File: config.mk
export PLATFORM = sky130hd
export DESIGN_NAME = multi_button_debouncer_unit
export DESIGN_NICKNAME = d
export VERILOG_FILES = /design/src/design/mbd_pkg.sv /design/src/design/multi_button_debouncer_unit.sv /design/src/design/mbd_cell.sv
export SDC_FILE = /design/constraint.sdc
export NUM_CORES = 2
export LEC_CHECK = 0
export BUFFER_PORTS_ARGS = -buffer_cell sky130_fd_sc_hd__buf_2
export CAP_MARGIN = 5
export CORE_UTILIZATION = 50
export DETAILED_ROUTE_END_ITERATION = 12
export GPL_ROUTABILITY_DRIVEN = 0
export GPL_TIMING_DRIVEN = 0
export PLACE_DENSITY = 0.69
export SLEW_MARGIN = 30
export SYNTH_ARGS = -nofsm -noshare
export SYNTH_HDL_FRONTEND = slang
export SYNTH_HIERARCHICAL = 1
export SYNTH_SLANG_ARGS = --single-unit
File: constraint.sdc
create_clock -name clk -period 5.69 [get_ports clk]
set_clock_uncertainty 0.2 [all_clocks]
set_input_delay 0.2845 -clock clk [delete_from_list [all_inputs] [get_ports clk]]
set_output_delay 0.2845 -clock clk [all_outputs]
set_load 0.1 [all_outputs]
File: src/design/mbd_pkg.sv
// shared types and constants of the multi-button debouncer
// no dependencies

package mbd_pkg;

	localparam int BUTTON_COUNT = 9;
	localparam int PIN_W        = 9;
	localparam int NOW_W        = 32;
	localparam int DELAY_W      = 16;
	localparam int IDX_W        = 4;
	localparam int S_TDATA_W    = 48;
	localparam int M_TDATA_W    = 8;
	localparam int PADDR_W      = 1;
	localparam int PDATA_W      = 32;

	localparam logic [PADDR_W-1:0] REG_DEBOUNCE_MS = 1'b0;
	localparam logic [DELAY_W-1:0] DEBOUNCE_RESET  = 16'd50;

	// one pending event held in a cell
	typedef struct packed {
		logic             ev;
		logic [IDX_W-1:0] idx;
		logic             pressed;
	} evt_rec_t;

endpackage

File: src/design/multi_button_debouncer_unit.sv
// top level of the multi-button debouncer: cell chain, event output register, apb register
// depends on mbd_pkg and mbd_cell
//
// usage:
//   s_* stream: one beat is one poll, tdata = {now_ms, pin_levels} (pin_levels low).
//   m_* stream: one beat per debounced state change, tdata = {pad, pressed, button_index},
//   tlast marks the final event of a poll. a poll with no change gives no beat.
//   apb port: register 0 at byte address 0 is debounce_ms (16 bits, reset 50).
// timing:
//   a poll is taken with all cells updating together. events then shift one
//   cell per cycle toward cell 0 while no stall holds cell 0, and leave through the output
//   register; s_tready stays low while any cell still holds an event.
// stall:
//   when m_tready is low the held beat stays and the chain stops once an event reaches
//   cell 0; the last event can wait in the output register while the next poll is taken.
// reset:
//   all buttons released, stable-since times zero, no pending events, debounce_ms 50.

module multi_button_debouncer_unit (
	input  logic                          clk,
	input  logic                          arst_n,
	// fields from bit 0: pin_levels[8:0], now_ms[40:9], zero pad
	input  logic [mbd_pkg::S_TDATA_W-1:0] s_tdata,
	input  logic                          s_tvalid,
	output logic                          s_tready,
	// fields from bit 0: button_index[3:0], pressed[4], zero pad
	output logic [mbd_pkg::M_TDATA_W-1:0] m_tdata,
	output logic                          m_tlast,
	output logic                          m_tvalid,
	input  logic                          m_tready,
	input  logic                          psel,
	input  logic                          penable,
	input  logic                          pwrite,
	input  logic [mbd_pkg::PADDR_W-1:0]   paddr,
	input  logic [mbd_pkg::PDATA_W-1:0]   pwdata,
	output logic [mbd_pkg::PDATA_W-1:0]   prdata,
	output logic                          pready
);

	localparam int N = mbd_pkg::BUTTON_COUNT;

	logic [mbd_pkg::DELAY_W-1:0] debounce_q;
	logic [mbd_pkg::PIN_W-1:0]   pins;
	logic [mbd_pkg::NOW_W-1:0]   now_ms;
	logic                        load;
	logic                        advance;
	logic [N-1:0]                ev_vec;
	logic [N-1:0]                rest_ev;
	mbd_pkg::evt_rec_t           rec [N+1];
	mbd_pkg::evt_rec_t           head;

	logic                        m_tvalid_q;
	logic [mbd_pkg::IDX_W-1:0]   idx_q;
	logic                        pressed_q;
	logic                        last_q;

	// apb register
	assign pready = 1'b1;

	always_ff @(posedge clk or negedge arst_n) begin
		if (!arst_n) begin
			debounce_q <= mbd_pkg::DEBOUNCE_RESET;
		end else if (psel && penable && pwrite && pready
				&& paddr == mbd_pkg::REG_DEBOUNCE_MS) begin
			debounce_q <= pwdata[mbd_pkg::DELAY_W-1:0];
		end
	end

	always_comb begin
		prdata = '0;
		if (paddr == mbd_pkg::REG_DEBOUNCE_MS) begin
			prdata = {{(mbd_pkg::PDATA_W-mbd_pkg::DELAY_W){1'b0}}, debounce_q};
		end
	end

	// poll input
	assign pins     = s_tdata[mbd_pkg::PIN_W-1:0];
	assign now_ms   = s_tdata[mbd_pkg::PIN_W +: mbd_pkg::NOW_W];
	assign s_tready = ~|ev_vec;
	assign load     = s_tvalid && s_tready;

	// cell chain
	assign head    = rec[0];
	assign advance = !(head.ev && m_tvalid_q && !m_tready);
	assign rest_ev = ev_vec >> 1;
	assign rec[N]  = '0;

	for (genvar k = 0; k < N; k++) begin : g_cell
		logic sample;
		if (k < mbd_pkg::PIN_W) begin : g_pin
			assign sample = ~pins[k];
		end else begin : g_nopin
			assign sample = 1'b1;
		end

		mbd_cell u_cell (
			.clk         (clk),
			.arst_n      (arst_n),
			.load        (load),
			.shift       (advance),
			.sample      (sample),
			.now_ms      (now_ms),
			.debounce_ms (debounce_q),
			.cell_idx    (mbd_pkg::IDX_W'(k)),
			.rec_in      (rec[k+1]),
			.rec_out     (rec[k])
		);

		assign ev_vec[k] = rec[k].ev;
	end

	// output register
	always_ff @(posedge clk or negedge arst_n) begin
		if (!arst_n) begin
			m_tvalid_q <= 1'b0;
		end else if (advance && head.ev) begin
			m_tvalid_q <= 1'b1;
		end else if (m_tready) begin
			m_tvalid_q <= 1'b0;
		end
	end

	always_ff @(posedge clk) begin
		if (advance && head.ev) begin
			idx_q     <= head.idx;
			pressed_q <= head.pressed;
			last_q    <= ~|rest_ev;
		end
	end

	assign m_tvalid = m_tvalid_q;
	assign m_tlast  = last_q;
	assign m_tdata  = {{(mbd_pkg::M_TDATA_W-mbd_pkg::IDX_W-1){1'b0}}, pressed_q, idx_q};

endmodule

File: src/design/mbd_cell.sv
// one button cell of the debouncer chain: debounce state and event record slot
// depends on mbd_pkg

module mbd_cell (
	input  logic                        clk,
	input  logic                        arst_n,
	input  logic                        load,
	input  logic                        shift,
	input  logic                        sample,
	input  logic [mbd_pkg::NOW_W-1:0]   now_ms,
	input  logic [mbd_pkg::DELAY_W-1:0] debounce_ms,
	input  logic [mbd_pkg::IDX_W-1:0]   cell_idx,
	input  mbd_pkg::evt_rec_t           rec_in,
	output mbd_pkg::evt_rec_t           rec_out
);

	logic [mbd_pkg::NOW_W-1:0] stable_q;
	logic                      deb_q;
	logic                      prev_q;
	logic                      ev_q;
	logic [mbd_pkg::IDX_W-1:0] idx_q;
	logic                      pr_q;

	logic                      chg;
	logic [mbd_pkg::NOW_W-1:0] since_n;
	logic [mbd_pkg::NOW_W-1:0] elapsed;
	logic                      fire;

	assign chg     = sample != prev_q;
	assign since_n = chg ? now_ms : stable_q;
	assign elapsed = now_ms - since_n;
	assign fire    = (elapsed > {{(mbd_pkg::NOW_W-mbd_pkg::DELAY_W){1'b0}}, debounce_ms})
		&& (sample != deb_q);

	always_ff @(posedge clk or negedge arst_n) begin
		if (!arst_n) begin
			stable_q <= '0;
			deb_q    <= 1'b0;
			prev_q   <= 1'b0;
			ev_q     <= 1'b0;
		end else if (load) begin
			stable_q <= since_n;
			prev_q   <= sample;
			ev_q     <= fire;
			if (fire) begin
				deb_q <= sample;
			end
		end else if (shift) begin
			ev_q <= rec_in.ev;
		end
	end

	always_ff @(posedge clk) begin
		if (load) begin
			idx_q <= cell_idx;
			pr_q  <= sample;
		end else if (shift) begin
			idx_q <= rec_in.idx;
			pr_q  <= rec_in.pressed;
		end
	end

	assign rec_out.ev      = ev_q;
	assign rec_out.idx     = idx_q;
	assign rec_out.pressed = pr_q;

endmodule

==> metrics list <==
- The via count of the first global-routing pass is 40600.
- The clock reaches the later pin of the worst-skew pair after 620 ps.
- The worst setup path is of the reg2reg kind.
- # clock sinks: 383
- Placeable core region: 86600 um2
- Final std cell area, no fill: 50400 um2
- The synthesized design contains 383 register bits.
- FF-to-FF End: g_cell[4].u_cell/ev_q$_DFFE_PN0P_
* CTS tree: yes
- Most used cells in the layout excluding fill and tap cells: 473 x a21oi_1, 459 x nor2_1, 396 x nand2_1, 389 x inv_1, 312 x ha_1
* Antenna violations before repair: 3
* Prevailing post-synth register cell: dfrtp_1
- The worst setup path is captured at a flop.
- The path with the worst hold slack has its endpoint at g_cell[7].u_cell/ev_q$_DFFE_PN0P_.
* Hold Fails Final Rpt: 0
- Accumulated negative setup slack: 0 ps
- Detailed routing inserted a total of 44100 vias.
- Initial Utilization: 50.5%
* Synth-to-Final Area Change: 15.3%
* Detailed Route Iter0 Violations: 4297
- Total power: 26.1 mW
- Run status: complete, no violations
* Relative slew slack: 27.2%
- The synthesized design contains 51 enable-type register cells.
- In this run the static leakage power is 22.4 nW.
* Most prevalent standard cell on the critical path: buf_4
* Final Non-Filler Cells: 7012
- Placed Cells incl. Taps: 6800
* Maximum level of the CTS H-tree: 2
* Max-cap check violation count: 0
* Final core area utilization: 58.2%
- In this run the critical register-to-register path is launched from g_cell[4].u_cell/prev_q$_DFFE_PN0P_.
- Clock Tree Root: clkbuf_16
- Antenna Cells: 0
- The placed instances occupy a cell area of 46000 um2.
- The largest single stage delay on the critical path is 540 ps.
* FF-to-FF setup slack: 20 ps
- I/O pin cnt: 132
- At the pin with the least slew margin, the transition time is 1090 ps.
- The worst hold path begins at s_tdata[7].
* Buffers on Ports: 88
* Clock transition at path regs: 60 ps
* Worst slack at placement: -1770 ps
- Proportion of layout cells with a drive suffix above 1: 15.8%
- Avg Inst Size Synth: 7.96 um2
- Maximum fanout along the worst path: 10
* Count of nets after finishing: 6238
- Synth Instances: 5491
- Detailed placement ended at an HPWL of 104 mm.
- Time the final worst path needs with I/O delays and setup: 5670 ps
- DR WL/cell: 21.1 um
- Across all setup checks in the final design, the least slack found is 17.1 ps.
- Data arrival, critical path: 5980 ps
- The die covers 88600 um2.
- The number of buffers and inverters on the critical path is 4.
- The clock passes through at most 3 buffers.
- Final hold analysis gives a worst-case slack of 37.8 ps.
- The worst path uses 99.7% of the clock period.
- DR pass1 iterations: 8
* Count of unique library cells instantiated by Yosys: 129
* Max Clk Rate: 176 MHz
- Antenna violation net count after detailed routing: 0
- Most common cell after layout, fill and taps aside: a21oi_1
* Num CTS Buffers: 49
- Count of standard-cell rows: 108
- Total wire length: 148 mm
- Worst vdd rail ir drop: 361 uV
* Power per cell area: 519 nW/um2
- Yosys printed 6 warnings.
* Setup repair after global routing missed its margin: true
- Global routing consumed, over all layers together, 32.1% of the routing resources.
* Ordered cell list for the critical path: buf_4 > xor2_2 > buf_4 > buf_4 > buf_4 > mux2i_1 > ha_2 > a21oi_4 > o21ai_1 > xnor2_1 > ha_1 > and4_1 > a221oi_2 > a21oi_1 > a211oi_1 > nand3_1 > nor4b_2 > o2111ai_2 > or4_4 > a31o_1
- Counting flops with an async set or reset pin after synthesis yields a share of 86.7%.
- Entering global routing, the biggest net connects 80 pins.
* Finish-stage setup viols: 0
* Cell area after synthesis: 43700 um2
- In the routed layout, each cell is associated on average with a via count of 6.29.
* Depth of the worst register-to-register path: 20
- Data required, critical path: 6000 ps
- Die width: 298 um
- Global routing finished with a remaining overflow of 0.
- After detailed routing, the number of remaining DRC violations is 0.
- Kind of start point of the critical path: flop
- The slowest stage of the critical path belongs to the cell or4_4.
- Worst hold path stage count: 5
- The path class of the tightest hold or removal check is in2reg.
- The kind of cell with the highest combined delay along the critical path is compound AO/OA/AOI/OAI gates.
- Wire length of the first global-routing pass: 227 mm
- Filler Cell Count: 7930
- Sequential cells were found to cover 22.5% of the synthesized design area.
- The total count of max-transition violations in the final report was 0.
* DIE HEIGHT: 298 um
==> worst register-to-register path: stages (launching register included) <==
cell and delay (ps):
dfrtp_2 460, buf_4 170, xor2_2 250, buf_4 240, buf_4 240, buf_4 250
mux2i_1 220, ha_2 360, a21oi_4 190, o21ai_1 100, xnor2_1 270, ha_1 330
and4_1 200, a221oi_2 320, a21oi_1 160, a211oi_1 260, nand3_1 130, nor4b_2 260
o2111ai_2 190, or4_4 540, a31o_1 220
==> what timing repair did <==
action / 4_1_cts / 5_1_grt
hold buffers: 26 / 0
endpoints found under the setup margin: 18 / 18
gates resized for setup: 225 / 159
buffers inserted: 59 / 48
cloned: 0 / 1
pin swaps: 73 / 84
hold endpoints to repair: 136 / 0
==> metal layers <==
layer,track usage [%],vias up,wire (um)
li1,-,20800,-
met1,44.2,21000,63900
met2,50.2,1958,64200
met3,4.77,339,13200
met4,13.2,0,6710
met5,0,-,0
==> cells by family (layout without fill, tap and decap cells) <==
group | Yosys count | in the layout | share of synthesized area [%]
buf+inv | 698 | 1004 | 7.09
fa+ha+maj | 408 | 408 | 11.3
other cells | 2 | 62 | 0.0172
xor+xnor | 231 | 231 | 4.78
compound gates | 1650 | 1650 | 25.1
simple gates | 1754 | 1754 | 20.3
mux | 365 | 365 | 8.90
flops | 383 | 383 | 22.5
==> layout make-up <==
class	instances	area, um2	share of cell area, %
clock buffers	66	1340	2.66
plain buffers	288	1860	3.68
clock inverters	25	445	0.883
inverters	397	1500	2.97
well taps	1155	1450	2.87
repair buffers	228	1710	3.39
multi-input cells	4470	32300	64.0
flip-flops and latches	383	9870	19.6
==> synthesized netlist by cell type, types with 61 or more instances <==
cell      instances  area [um2]
o21ai_0         288        1440
xor2_1          123        1080
dfrtp_1         329        8230
mux2i_1         206        2060
a211oi_1         61         458
nand3_1         118         591
xnor2_1          99         867
ha_1            333        4170
mux2_2          141        1590
nor2b_1         127         795
clkbuf_1        176         661
inv_1           391        1470
nand2b_1         92         576
maj3_1           67         671
nor3_1           77         385
nor2_1          467        1750
a21oi_1         491        2460
nand2_1         399        1500
a21o_1          136        1020
nand4_1         119         744
a31oi_1          64         400
==> power breakdown <==
part           internal, mW  switching (mW)
combinational          7.38            10.7
clock                  2.20            1.30
sequential             3.73           0.869
total                  13.3            12.8
==> registers in the layout, summed over array words and instances, names as in the netlist <==
name                    flops
g_cell.u_cell/stable_q    288
g_cell.u_cell/idx_q        36
debounce_q                 16
g_cell.u_cell/deb_q         9
g_cell.u_cell/ev_q          9
g_cell.u_cell/pr_q          9
g_cell.u_cell/prev_q        9
idx_q                       4
m_tlast                     1
m_tvalid                    1
pressed_q                   1
==> worst max path at each step <==
| stage | startpoint | endpoint | slack, ps | cells after the start |
|---|---|---|---|---|
| after floorplan | s_tdata[7] | g_cell[7].u_cell/deb_q$_DFFE_PN0P_ | 90 | 27 |
| after CTS | g_cell[7].u_cell/prev_q$_DFFE_PN0P_ | g_cell[7].u_cell/deb_q$_DFFE_PN0P_ | -3 | 25 |
| after detailed placement | s_tdata[1] | g_cell[1].u_cell/deb_q$_DFFE_PN0P_ | -1770 | 26 |
| after global placement | arst_n | g_cell[7].u_cell/prev_q$_DFFE_PN0P_ | -3430 | 1 |
| after global routing | g_cell[4].u_cell/prev_q$_DFFE_PN0P_ | g_cell[4].u_cell/ev_q$_DFFE_PN0P_ | -100 | 21 |
| final | g_cell[4].u_cell/prev_q$_DFFE_PN0P_ | g_cell[4].u_cell/ev_q$_DFFE_PN0P_ | 20 | 20 |
Note: power is estimated with default switching activity, not from simulation.
